$ cat src/hw/rtl/premultiplied_argb_blitter_unit_defines.svh
// ----------------------------------------------------------------------------
// Blitter assertion macros
// Shared concurrent assertion forms, clocked on clk_i and disabled in reset.
// ----------------------------------------------------------------------------
`ifndef PREMULTIPLIED_ARGB_BLITTER_UNIT_DEFINES_SVH
`define PREMULTIPLIED_ARGB_BLITTER_UNIT_DEFINES_SVH

// Same-cycle implication.
`define PAB_ASSERT_NOW(lbl, cond, conseq, msg) \
  lbl: assert property (@(posedge clk_i) disable iff (!rst_ni) (cond) |-> (conseq)) \
    else $error(msg);

// Next-cycle implication.
`define PAB_ASSERT_NEXT(lbl, cond, conseq, msg) \
  lbl: assert property (@(posedge clk_i) disable iff (!rst_ni) (cond) |=> (conseq)) \
    else $error(msg);

`endif

$ cat src/hw/rtl/pab_pkg.sv
// ----------------------------------------------------------------------------
// Blitter package
// Types, codes and sizing constants shared by the blitter modules.
// ----------------------------------------------------------------------------
`timescale 1ns / 1ps

package pab_pkg;

  localparam int unsigned MAX_DIM      = 4096;
  localparam int unsigned MAX_PITCH    = 8191;
  localparam int unsigned COUNTER_BITS = 48;

  localparam int unsigned DIM_W   = 13;
  localparam int unsigned COL_W   = $clog2(MAX_DIM);
  localparam int unsigned OFF_W   = 25;
  localparam int unsigned AREA_W  = 2 * DIM_W;
  localparam int unsigned PIX_W   = 32;
  localparam int unsigned CFG_W   = 32;
  localparam int unsigned IDX_W   = 3;

  typedef enum logic [1:0] {
    MODE_FILL  = 2'd0,
    MODE_COPY  = 2'd1,
    MODE_BLEND = 2'd2
  } pab_mode_e;

  typedef enum logic [IDX_W-1:0] {
    REG_MODE        = 3'd0,
    REG_RECT_WIDTH  = 3'd1,
    REG_RECT_HEIGHT = 3'd2,
    REG_DEST_PITCH  = 3'd3,
    REG_SRC_PITCH   = 3'd4,
    REG_FILL_COLOR  = 3'd5,
    REG_PROFILE_EN  = 3'd6
  } pab_reg_e;

  typedef enum logic {
    OP_PIXEL = 1'b0,
    OP_READ  = 1'b1
  } pab_op_e;

  typedef struct packed {
    logic             operation;
    logic [PIX_W-1:0] source_pixel;
    logic [PIX_W-1:0] destination_pixel;
  } pab_in_t;

  typedef struct packed {
    logic                    write_enable;
    logic [OFF_W-1:0]        dest_offset;
    logic [OFF_W-1:0]        source_offset;
    logic [PIX_W-1:0]        out_pixel;
    logic                    last_pixel;
    logic [COUNTER_BITS-1:0] fill_count;
    logic [COUNTER_BITS-1:0] copy_count;
    logic [COUNTER_BITS-1:0] blend_count;
  } pab_out_t;

  typedef struct packed {
    logic [1:0]       mode;
    logic [DIM_W-1:0] rect_width;
    logic [DIM_W-1:0] rect_height;
    logic [DIM_W-1:0] dest_pitch;
    logic [DIM_W-1:0] src_pitch;
    logic [PIX_W-1:0] fill_color;
    logic             profile_enable;
  } pab_cfg_t;

  typedef struct packed {
    logic             active;
    logic             last_pixel;
    logic [OFF_W-1:0] dest_offset;
    logic [OFF_W-1:0] source_offset;
  } pab_pos_t;

  typedef struct packed {
    logic [COUNTER_BITS-1:0] fill_count;
    logic [COUNTER_BITS-1:0] copy_count;
    logic [COUNTER_BITS-1:0] blend_count;
  } pab_counts_t;

endpackage

$ cat src/hw/rtl/premultiplied_argb_blitter_unit.sv
// ----------------------------------------------------------------------------
// Premultiplied ARGB blitter
// Items enter on a valid/ready channel carrying an operation and the source and
// destination pixels at the current raster position. Each accepted item gives
// exactly one result on the output valid/ready channel: destination and source
// offsets, the pixel to write, its write enable and the last-pixel flag, or,
// for a counter read, the three profile counts, which are then cleared.
// Registers are written through a plain write port (enable, index, data); the
// user must write them only while the block is idle, which the block itself
// does not enforce. A write to a geometry or mode register restarts the walk.
// An item is registered on the transfer, processed and written to the result
// register once that register is free. One item per cycle is sustained while
// the receiver takes results; the input register and the result register each
// hold one item, and the input register refills in the same cycle that it
// hands over. When the receiver stalls, the result register holds; one more
// item is held in the input register, after which ready falls.
// Reset clears valid flags, config, position and counters; no clearing pass.
// ----------------------------------------------------------------------------
`timescale 1ns / 1ps

`include "premultiplied_argb_blitter_unit_defines.svh"

module premultiplied_argb_blitter_unit (
  input  logic                      clk_i,
  input  logic                      rst_ni,
  input  logic                      cfg_we_i,
  input  logic [pab_pkg::IDX_W-1:0] cfg_index_i,
  input  logic [pab_pkg::CFG_W-1:0] cfg_data_i,
  input  logic                      in_valid_i,
  output logic                      in_ready_o,
  input  pab_pkg::pab_in_t          in_data_i,
  output logic                      out_valid_o,
  input  logic                      out_ready_i,
  output pab_pkg::pab_out_t         out_data_o
);

  pab_pkg::pab_cfg_t    cfg;
  logic                 restart;
  logic                 cfg_clear;
  pab_pkg::pab_pos_t    pos;
  pab_pkg::pab_counts_t counts;
  logic                 pix_we;
  logic [pab_pkg::PIX_W-1:0] pix;

  logic                 in_valid_q;
  pab_pkg::pab_in_t     in_data_q;
  logic                 out_valid_q;
  pab_pkg::pab_out_t    out_data_q, out_data_d;
  logic                 advance;
  logic                 is_read;
  logic                 step;
  logic                 wrap_step;
  logic                 at_origin;
  logic                 read_step;

  assign advance    = in_valid_q && (!out_valid_q || out_ready_i);
  assign in_ready_o = !in_valid_q || advance;
  assign is_read    = in_data_q.operation == pab_pkg::OP_READ;
  assign step       = advance && !is_read;

  pab_cfg_regs u_cfg (
    .clk_i       (clk_i),
    .rst_ni      (rst_ni),
    .cfg_we_i    (cfg_we_i),
    .cfg_index_i (cfg_index_i),
    .cfg_data_i  (cfg_data_i),
    .cfg_o       (cfg),
    .restart_o   (restart),
    .clear_o     (cfg_clear)
  );

  pab_walker u_walker (
    .clk_i     (clk_i),
    .rst_ni    (rst_ni),
    .cfg_i     (cfg),
    .restart_i (restart),
    .step_i    (step),
    .pos_o     (pos)
  );

  pab_pixel_op u_pixel (
    .mode_i         (cfg.mode),
    .fill_color_i   (cfg.fill_color),
    .src_i          (in_data_q.source_pixel),
    .dst_i          (in_data_q.destination_pixel),
    .write_enable_o (pix_we),
    .pixel_o        (pix)
  );

  pab_prof_counters u_counters (
    .clk_i         (clk_i),
    .rst_ni        (rst_ni),
    .clear_i       (cfg_clear || (advance && is_read)),
    .add_i         (step && pos.active && pos.last_pixel && cfg.profile_enable),
    .mode_i        (cfg.mode),
    .rect_width_i  (cfg.rect_width),
    .rect_height_i (cfg.rect_height),
    .counts_o      (counts)
  );

  always_comb begin
    out_data_d = '0;
    if (is_read) begin
      out_data_d.fill_count  = counts.fill_count;
      out_data_d.copy_count  = counts.copy_count;
      out_data_d.blend_count = counts.blend_count;
    end else if (pos.active) begin
      out_data_d.write_enable  = pix_we;
      out_data_d.dest_offset   = pos.dest_offset;
      out_data_d.source_offset = pos.source_offset;
      out_data_d.out_pixel     = pix;
      out_data_d.last_pixel    = pos.last_pixel;
    end
  end

  always_ff @(posedge clk_i or negedge rst_ni) begin
    if (!rst_ni) begin
      in_valid_q  <= 1'b0;
      out_valid_q <= 1'b0;
    end else begin
      if (in_ready_o) begin
        in_valid_q <= in_valid_i;
      end
      if (advance) begin
        out_valid_q <= 1'b1;
      end else if (out_ready_i) begin
        out_valid_q <= 1'b0;
      end
    end
  end

  always_ff @(posedge clk_i) begin
    if (in_valid_i && in_ready_o) begin
      in_data_q <= in_data_i;
    end
    if (advance) begin
      out_data_q <= out_data_d;
    end
  end

  assign out_valid_o = out_valid_q;
  assign out_data_o  = out_data_q;

  assign wrap_step = step && pos.active && pos.last_pixel;
  assign at_origin = (pos.dest_offset == '0) && (pos.source_offset == '0);
  assign read_step = advance && is_read;

  `PAB_ASSERT_NOW(a_ready_when_empty, !in_valid_q, in_ready_o, "input register empty, not ready")
  `PAB_ASSERT_NEXT(a_walk_wraps, wrap_step, at_origin, "walk not at origin after last pixel")
  `PAB_ASSERT_NEXT(a_read_clears, read_step, counts == '0, "counters not cleared by read")

endmodule

$ cat src/hw/rtl/pab_cfg_regs.sv
// ----------------------------------------------------------------------------
// Blitter configuration registers
// Holds the register file, saturates dimensions and flags restarts and clears.
// ----------------------------------------------------------------------------
`timescale 1ns / 1ps

module pab_cfg_regs (
  input  logic                             clk_i,
  input  logic                             rst_ni,
  input  logic                             cfg_we_i,
  input  logic [pab_pkg::IDX_W-1:0]        cfg_index_i,
  input  logic [pab_pkg::CFG_W-1:0]        cfg_data_i,
  output pab_pkg::pab_cfg_t                cfg_o,
  output logic                             restart_o,
  output logic                             clear_o
);

  pab_pkg::pab_cfg_t              cfg_q, cfg_d;
  logic [pab_pkg::DIM_W-1:0]      raw;
  logic [pab_pkg::DIM_W-1:0]      dim_sat;
  logic [pab_pkg::DIM_W-1:0]      pitch_sat;

  assign raw       = cfg_data_i[pab_pkg::DIM_W-1:0];
  assign dim_sat   = (raw > pab_pkg::DIM_W'(pab_pkg::MAX_DIM)) ?
                     pab_pkg::DIM_W'(pab_pkg::MAX_DIM) : raw;
  assign pitch_sat = (raw > pab_pkg::DIM_W'(pab_pkg::MAX_PITCH)) ?
                     pab_pkg::DIM_W'(pab_pkg::MAX_PITCH) : raw;

  always_comb begin
    cfg_d     = cfg_q;
    restart_o = 1'b0;
    clear_o   = 1'b0;
    if (cfg_we_i) begin
      unique case (cfg_index_i)
        pab_pkg::REG_MODE: begin
          cfg_d.mode = cfg_data_i[1:0];
          restart_o  = 1'b1;
        end
        pab_pkg::REG_RECT_WIDTH: begin
          cfg_d.rect_width = dim_sat;
          restart_o        = 1'b1;
        end
        pab_pkg::REG_RECT_HEIGHT: begin
          cfg_d.rect_height = dim_sat;
          restart_o         = 1'b1;
        end
        pab_pkg::REG_DEST_PITCH: begin
          cfg_d.dest_pitch = pitch_sat;
          restart_o        = 1'b1;
        end
        pab_pkg::REG_SRC_PITCH: begin
          cfg_d.src_pitch = pitch_sat;
          restart_o       = 1'b1;
        end
        pab_pkg::REG_FILL_COLOR: begin
          cfg_d.fill_color = cfg_data_i[pab_pkg::PIX_W-1:0];
        end
        pab_pkg::REG_PROFILE_EN: begin
          cfg_d.profile_enable = cfg_data_i[0];
          clear_o              = 1'b1;
        end
        default: begin
        end
      endcase
    end
  end

  always_ff @(posedge clk_i or negedge rst_ni) begin
    if (!rst_ni) begin
      cfg_q <= '0;
    end else begin
      cfg_q <= cfg_d;
    end
  end

  assign cfg_o = cfg_q;

endmodule

$ cat src/hw/rtl/pab_walker.sv
// ----------------------------------------------------------------------------
// Blitter raster walker
// Tracks row, column and row base offsets across the clipped rectangle.
// ----------------------------------------------------------------------------
`timescale 1ns / 1ps

module pab_walker (
  input  logic              clk_i,
  input  logic              rst_ni,
  input  pab_pkg::pab_cfg_t cfg_i,
  input  logic              restart_i,
  input  logic              step_i,
  output pab_pkg::pab_pos_t pos_o
);

  logic [pab_pkg::COL_W-1:0] column_q, column_d;
  logic [pab_pkg::COL_W-1:0] row_q, row_d;
  logic [pab_pkg::OFF_W-1:0] dest_row_base_q, dest_row_base_d;
  logic [pab_pkg::OFF_W-1:0] src_row_base_q, src_row_base_d;
  logic [pab_pkg::DIM_W-1:0] column_inc;
  logic [pab_pkg::DIM_W-1:0] row_inc;
  logic                      row_end;
  logic                      last;
  logic                      active;

  assign active     = (cfg_i.rect_width != '0) && (cfg_i.rect_height != '0);
  assign column_inc = {1'b0, column_q} + pab_pkg::DIM_W'(1);
  assign row_inc    = {1'b0, row_q} + pab_pkg::DIM_W'(1);
  assign row_end    = column_inc >= cfg_i.rect_width;
  assign last       = row_end && (row_inc >= cfg_i.rect_height);

  always_comb begin
    column_d        = column_q;
    row_d           = row_q;
    dest_row_base_d = dest_row_base_q;
    src_row_base_d  = src_row_base_q;
    if (restart_i) begin
      column_d        = '0;
      row_d           = '0;
      dest_row_base_d = '0;
      src_row_base_d  = '0;
    end else if (step_i && active) begin
      if (row_end) begin
        column_d = '0;
        if (last) begin
          row_d           = '0;
          dest_row_base_d = '0;
          src_row_base_d  = '0;
        end else begin
          row_d           = row_inc[pab_pkg::COL_W-1:0];
          dest_row_base_d = dest_row_base_q + pab_pkg::OFF_W'(cfg_i.dest_pitch);
          src_row_base_d  = src_row_base_q + pab_pkg::OFF_W'(cfg_i.src_pitch);
        end
      end else begin
        column_d = column_inc[pab_pkg::COL_W-1:0];
      end
    end
  end

  always_ff @(posedge clk_i or negedge rst_ni) begin
    if (!rst_ni) begin
      column_q        <= '0;
      row_q           <= '0;
      dest_row_base_q <= '0;
      src_row_base_q  <= '0;
    end else begin
      column_q        <= column_d;
      row_q           <= row_d;
      dest_row_base_q <= dest_row_base_d;
      src_row_base_q  <= src_row_base_d;
    end
  end

  assign pos_o.active        = active;
  assign pos_o.last_pixel    = last;
  assign pos_o.dest_offset   = dest_row_base_q + pab_pkg::OFF_W'(column_q);
  assign pos_o.source_offset = src_row_base_q + pab_pkg::OFF_W'(column_q);

endmodule

$ cat src/hw/rtl/pab_pixel_op.sv
// ----------------------------------------------------------------------------
// Blitter pixel operation
// Fill, copy or premultiplied source-over blend of one ARGB8888 pixel.
// ----------------------------------------------------------------------------
`timescale 1ns / 1ps

module pab_pixel_op (
  input  logic [1:0]                mode_i,
  input  logic [pab_pkg::PIX_W-1:0] fill_color_i,
  input  logic [pab_pkg::PIX_W-1:0] src_i,
  input  logic [pab_pkg::PIX_W-1:0] dst_i,
  output logic                      write_enable_o,
  output logic [pab_pkg::PIX_W-1:0] pixel_o
);

  function automatic logic [7:0] scale_ch(logic [7:0] c, logic [7:0] inv);
    logic [15:0] t;
    logic [15:0] u;
    t = 16'(c) * 16'(inv) + 16'd128;
    u = t + {8'd0, t[15:8]};
    return u[15:8];
  endfunction

  logic [7:0]                alpha;
  logic [7:0]                inv;
  logic [pab_pkg::PIX_W-1:0] rb;
  logic [pab_pkg::PIX_W-1:0] ag;
  logic [pab_pkg::PIX_W-1:0] blended;

  assign alpha   = src_i[31:24];
  assign inv     = 8'hff - alpha;
  assign rb      = {8'd0, scale_ch(dst_i[23:16], inv), 8'd0, scale_ch(dst_i[7:0], inv)};
  assign ag      = {scale_ch(dst_i[31:24], inv), 8'd0, scale_ch(dst_i[15:8], inv), 8'd0};
  assign blended = src_i + rb + ag;

  always_comb begin
    write_enable_o = 1'b0;
    pixel_o        = '0;
    case (mode_i)
      pab_pkg::MODE_FILL: begin
        write_enable_o = 1'b1;
        pixel_o        = fill_color_i;
      end
      pab_pkg::MODE_COPY: begin
        write_enable_o = 1'b1;
        pixel_o        = src_i;
      end
      pab_pkg::MODE_BLEND: begin
        if (alpha == 8'hff) begin
          write_enable_o = 1'b1;
          pixel_o        = src_i;
        end else if (alpha == 8'h00) begin
          pixel_o = dst_i;
        end else begin
          write_enable_o = 1'b1;
          pixel_o        = blended;
        end
      end
      default: begin
      end
    endcase
  end

endmodule

$ cat src/hw/rtl/pab_prof_counters.sv
// ----------------------------------------------------------------------------
// Blitter profile counters
// Per-mode saturating pixel counters with clear on read or enable write.
// ----------------------------------------------------------------------------
`timescale 1ns / 1ps

module pab_prof_counters (
  input  logic                       clk_i,
  input  logic                       rst_ni,
  input  logic                       clear_i,
  input  logic                       add_i,
  input  logic [1:0]                 mode_i,
  input  logic [pab_pkg::DIM_W-1:0]  rect_width_i,
  input  logic [pab_pkg::DIM_W-1:0]  rect_height_i,
  output pab_pkg::pab_counts_t       counts_o
);

  localparam int unsigned CW = pab_pkg::COUNTER_BITS;

  pab_pkg::pab_counts_t       counts_q, counts_d;
  logic [pab_pkg::AREA_W-1:0] area;
  logic [CW-1:0]              base;
  logic [CW:0]                sum;
  logic [CW-1:0]              sat;

  assign area = pab_pkg::AREA_W'(rect_width_i) * pab_pkg::AREA_W'(rect_height_i);

  always_comb begin
    case (mode_i)
      pab_pkg::MODE_FILL:  base = counts_q.fill_count;
      pab_pkg::MODE_COPY:  base = counts_q.copy_count;
      default:             base = counts_q.blend_count;
    endcase
  end

  assign sum = {1'b0, base} + (CW + 1)'(area);
  assign sat = sum[CW] ? '1 : sum[CW-1:0];

  always_comb begin
    counts_d = counts_q;
    if (clear_i) begin
      counts_d = '0;
    end else if (add_i) begin
      case (mode_i)
        pab_pkg::MODE_FILL:  counts_d.fill_count  = sat;
        pab_pkg::MODE_COPY:  counts_d.copy_count  = sat;
        pab_pkg::MODE_BLEND: counts_d.blend_count = sat;
        default: begin
        end
      endcase
    end
  end

  always_ff @(posedge clk_i or negedge rst_ni) begin
    if (!rst_ni) begin
      counts_q <= '0;
    end else begin
      counts_q <= counts_d;
    end
  end

  assign counts_o = counts_q;

endmodule
$ cat config.mk
export PLATFORM = sky130hd
export DESIGN_NAME = premultiplied_argb_blitter_unit
export DESIGN_NICKNAME = d
export VERILOG_FILES = /design/src/hw/rtl/pab_pkg.sv /design/src/hw/rtl/premultiplied_argb_blitter_unit.sv /design/src/hw/rtl/pab_cfg_regs.sv /design/src/hw/rtl/pab_walker.sv /design/src/hw/rtl/pab_pixel_op.sv /design/src/hw/rtl/pab_prof_counters.sv
export VERILOG_INCLUDE_DIRS = /design/src /design/src/hw/rtl
export SDC_FILE = /design/constraint.sdc
export NUM_CORES = 2
export LEC_CHECK = 0
export BUFFER_PORTS_ARGS = -buffer_cell sky130_fd_sc_hd__buf_2
export CORE_AREA = 2 2 246 346
export CTS_CLUSTER_DIAMETER = 30
export DETAILED_ROUTE_END_ITERATION = 6
export DIE_AREA = 0 0 248 348
export HOLD_SLACK_MARGIN = 0.03
export PLACE_DENSITY = 0.79
export SYNTH_ARGS = -nofsm -noshare
export SYNTH_HDL_FRONTEND = slang
export SYNTH_SLANG_ARGS = --single-unit
$ cat constraint.sdc
create_clock -name clk_i -period 7.9 [get_ports clk_i]
set_input_delay 0.395 -clock clk_i [delete_from_list [all_inputs] [get_ports clk_i]]
set_output_delay 0.395 -clock clk_i [all_outputs]
set_load 0.005 [all_outputs]
==> results.toml <==
[worst_hold_path]
holdPathStages = 3
hp-start = "cfg_data_i[6]"
min_to = "u_cfg.cfg_o[65]$_DFFE_PN0P_"
hp-class = "primary input to flip-flop"

[floorplan]
pin_count = 335
start_util = 0.554
fp.dieW_um = 248
core_sq_um = 83400
std_cell_rows = 126
die_h_um = 348
dieArea_sq_um = 86300

[pwr]
p_seq_frac = 0.182
peakVddDrop_uv = 357
power.switching_mw = 9.48
intPower_mw = 12.9
combPwrFrac = 0.613
finalPower_mw = 22.3
p_leak_nw = 26.6
p_sw_frac = 0.424
pwr-share-clk = 0.205
power.density_nw_per_um2 = 393

[drt]
wire_per_inst_um = 21.1
dr.pass1.iters = 6
routed-via-count = 38300
via_per_inst = 5.89
drt_iter0_drc = 2903
antenna_left = 0
drc = 0
routed_wl_um = 138000

[final_layout]
area_growth_syn_to_layout_pct = 23.1
nets = 6110
nFillCells = 5942
fin_util = 0.682
fin_cells = 6514
layout-drive-gt1-share = 0.216

[critical_path]
reg2reg_from = "in_data_q[4]$_DFFE_PP_"
r2r_cells = 36
endpoint_kind = "flip-flop"
crit_required_ps = 8340
rr_endpoint = "out_data_o[176]$_SDFFCE_PP0P_"
path_max_fanout = 5
crit_type = "flip-flop to flip-flop"
crit_path_start_kind = "flip-flop"
reg2reg_slack_ps = -160
arrival_ps = 8500
slowest_stage = "fa_1"
slowest_delay_ps = 530

[synthesis]
synth_top_area_cell = "edfxtp_1"
netlist.area_leader.share = 0.190
synth_seq_cells = 600
ys_seq_area_frac = 0.356
netlist_top_cells_count = "464 x inv_1, 377 x ha_1, 367 x nor2_1"
synth_ff_type = "dfrtp_1"
synth_area_sq_um = 46200
syn_avg_cell_area_sq_um = 9.84
yosys_warnings = 0
synth_most_common_cell = "inv_1"
synth-edff-count = 293
async_flop_share = 0.512
synth_nets = 5480
synth_top_cells_by_area = "edfxtp_1 19%, dfrtp_1 17%, fa_1 13%, ha_1 10%, inv_1 3.8%"
synth_cell_types = 86
netlist_instances = 4700

[timing]
finClkSkew_ps = 37.2
slew_headroom = 0.206
maxSlewViolCount = 0
finalHoldViolCount = 0
post-route-period-util = 1.02
period_needed_ps = 8060
timing.hold.ws_ps = 63.8
rsz0062_at_grt = "true"
setup_viol = 7
setup_slack_ps = -160
worst_pin_slew_ps = 1190
max_freq_ghz = 0.124

[global_routing]
grtUsageMet1 = 0.370
overflow = 0
grt_start_max_net_pins = 153
grt_util_all_layers = 0.316
grtUsageMet3 = 0.0511
antenna_found_initial = 11
grt_pass1_wl_um = 212000
grt_pass1_vias = 39600
busiest_layer = "met2"
use_met2 = 0.543

[clock_network]
cts_made_buffers = 99
numClockSinks = 600
ctsRootBufferMaster = "clkbuf_16"
clk_pin_slew_ps = 60
tritoncts = "done"
insertion_delay_ps = 730
htreeDepth = 3
clock_path_buffers = 3

[place]
place_congestion = 0.954
dp_cells = 6176
hpwlAfterDp_um = 98200
portBuffers = 334

[status]
status = "complete, but fails checks"
violations = "negative setup slack"

[run]
cap_viol_max_count = 0
[cell type report]
class	instances	area, sq um	share of cell area
multi-input cells	3425	28600	0.502
flip-flops and latches	600	16500	0.290
repair buffers	737	5100	0.0897
clock buffers	112	2680	0.0471
inverters	467	1760	0.0310
well taps	1088	1360	0.0239
clock inverters	76	910	0.0160
diodes	9	22.5	0.000396
[metal layers]
| metal | wire (um) | up-vias | share of wire |
|---|---|---|---|
| met3 | 10000 | 485 | 0.073 |
| li1 | - | 17300 | - |
| met1 | 50600 | 18800 | 0.37 |
| met4 | 7850 | 2 | 0.057 |
| met2 | 69000 | 1801 | 0.50 |
| met5 | 19 | - | 0.00014 |
[state kept, by name, indices dropped and copies added (netlist names)]
signal	flops
u_walker.dest_row_base_q	25
is_read	1
u_cfg.cfg_o	87
u_walker.column_q	12
u_walker.row_q	12
out_data_o	228
out_valid_o	1
in_data_q	64
u_counters.counts_o	144
u_walker.src_row_base_q	25
in_valid_q	1
[worst max-delay path by stage]
stage                     cells after the start               startpoint                            end
final                                        36   in_data_q[4]$_DFFE_PP_  out_data_o[176]$_SDFFCE_PP0P_
after global placement                       35  in_data_q[58]$_DFFE_PP_  out_data_o[168]$_SDFFCE_PP0P_
after detailed placement                     37  in_data_q[56]$_DFFE_PP_  out_data_o[168]$_SDFFCE_PP0P_
after global routing                         36   in_data_q[4]$_DFFE_PP_  out_data_o[172]$_SDFFCE_PP0P_
after floorplan                              35  in_data_q[56]$_DFFE_PP_  out_data_o[175]$_SDFFCE_PP0P_
after CTS                                    39  in_data_q[61]$_DFFE_PP_  out_data_o[172]$_SDFFCE_PP0P_
[through the flow]
stage / area, sq um / TNS [ps] / worst slack (ps)
2_1_floorplan: 46200 / 0 / 8.57
3_3_place_gp: 50500 / -4680 / -583
3_5_place_dp: 50500 / -7030 / -698
4_1_cts: 55700 / -12.6 / -12.6
5_1_grt: 56900 / -4630 / -439
6_report: 56900 / -780 / -160
[power groups by stage]
stage	Clock, mW	Sequential, mW	Combinational (mW)
6_report	4.57	4.06	13.7
5_1_grt	4.74	4.09	14.9
4_1_cts	4.60	4.05	11.9
3_5_place_dp	0	4.10	11.1
3_3_place_gp	0	4.09	10.9
2_1_floorplan	0	3.91	7.33
[layout by cell type, fill, tap and decap left out, drive strengths merged, types with 228 or more instances in the layout]
master	n
buf	641
inv	488
ha	377
nor2	372
nand2	362
dfrtp	307
fa	298
edfxtp	293
o21ai	259
a21oi	228
[what timing repair did]
item,CTS,global route
gates cloned,0,0
hold buffers,96,0
pin swaps,58,129
setup endpoints to repair,21,25
endpoints found under the hold margin,199,0
resized for setup,100,215
setup buffers,18,30
[critical path, delay by kind of cell, from the launching register on]
family                     cells  cell delay, ps
and+or+nand+nor                7             980
DFF                            1             420
xor gates and xnor gates       1              80
AOI/OAI and AO/OA             12            2520
adders and majority gates      6            2500
buffers and inverters         10            1300
[cells by family (layout without fill, tap and decap cells)]
| logic type | count (synthesis) | in the layout | synth area share |
|---|---|---|---|
| and+or+nand+nor | 1538 | 1538 | 0.166 |
| AOI/OAI and AO/OA | 854 | 854 | 0.116 |
| adders and majority gates | 677 | 677 | 0.231 |
| buffers and inverters | 675 | 1392 | 0.0563 |
| DFF | 600 | 600 | 0.356 |
| xor gates and xnor gates | 223 | 223 | 0.0426 |
| muxes | 133 | 133 | 0.0308 |
| other | 0 | 9 | 0 |
(Power assumes the default switching activity.)
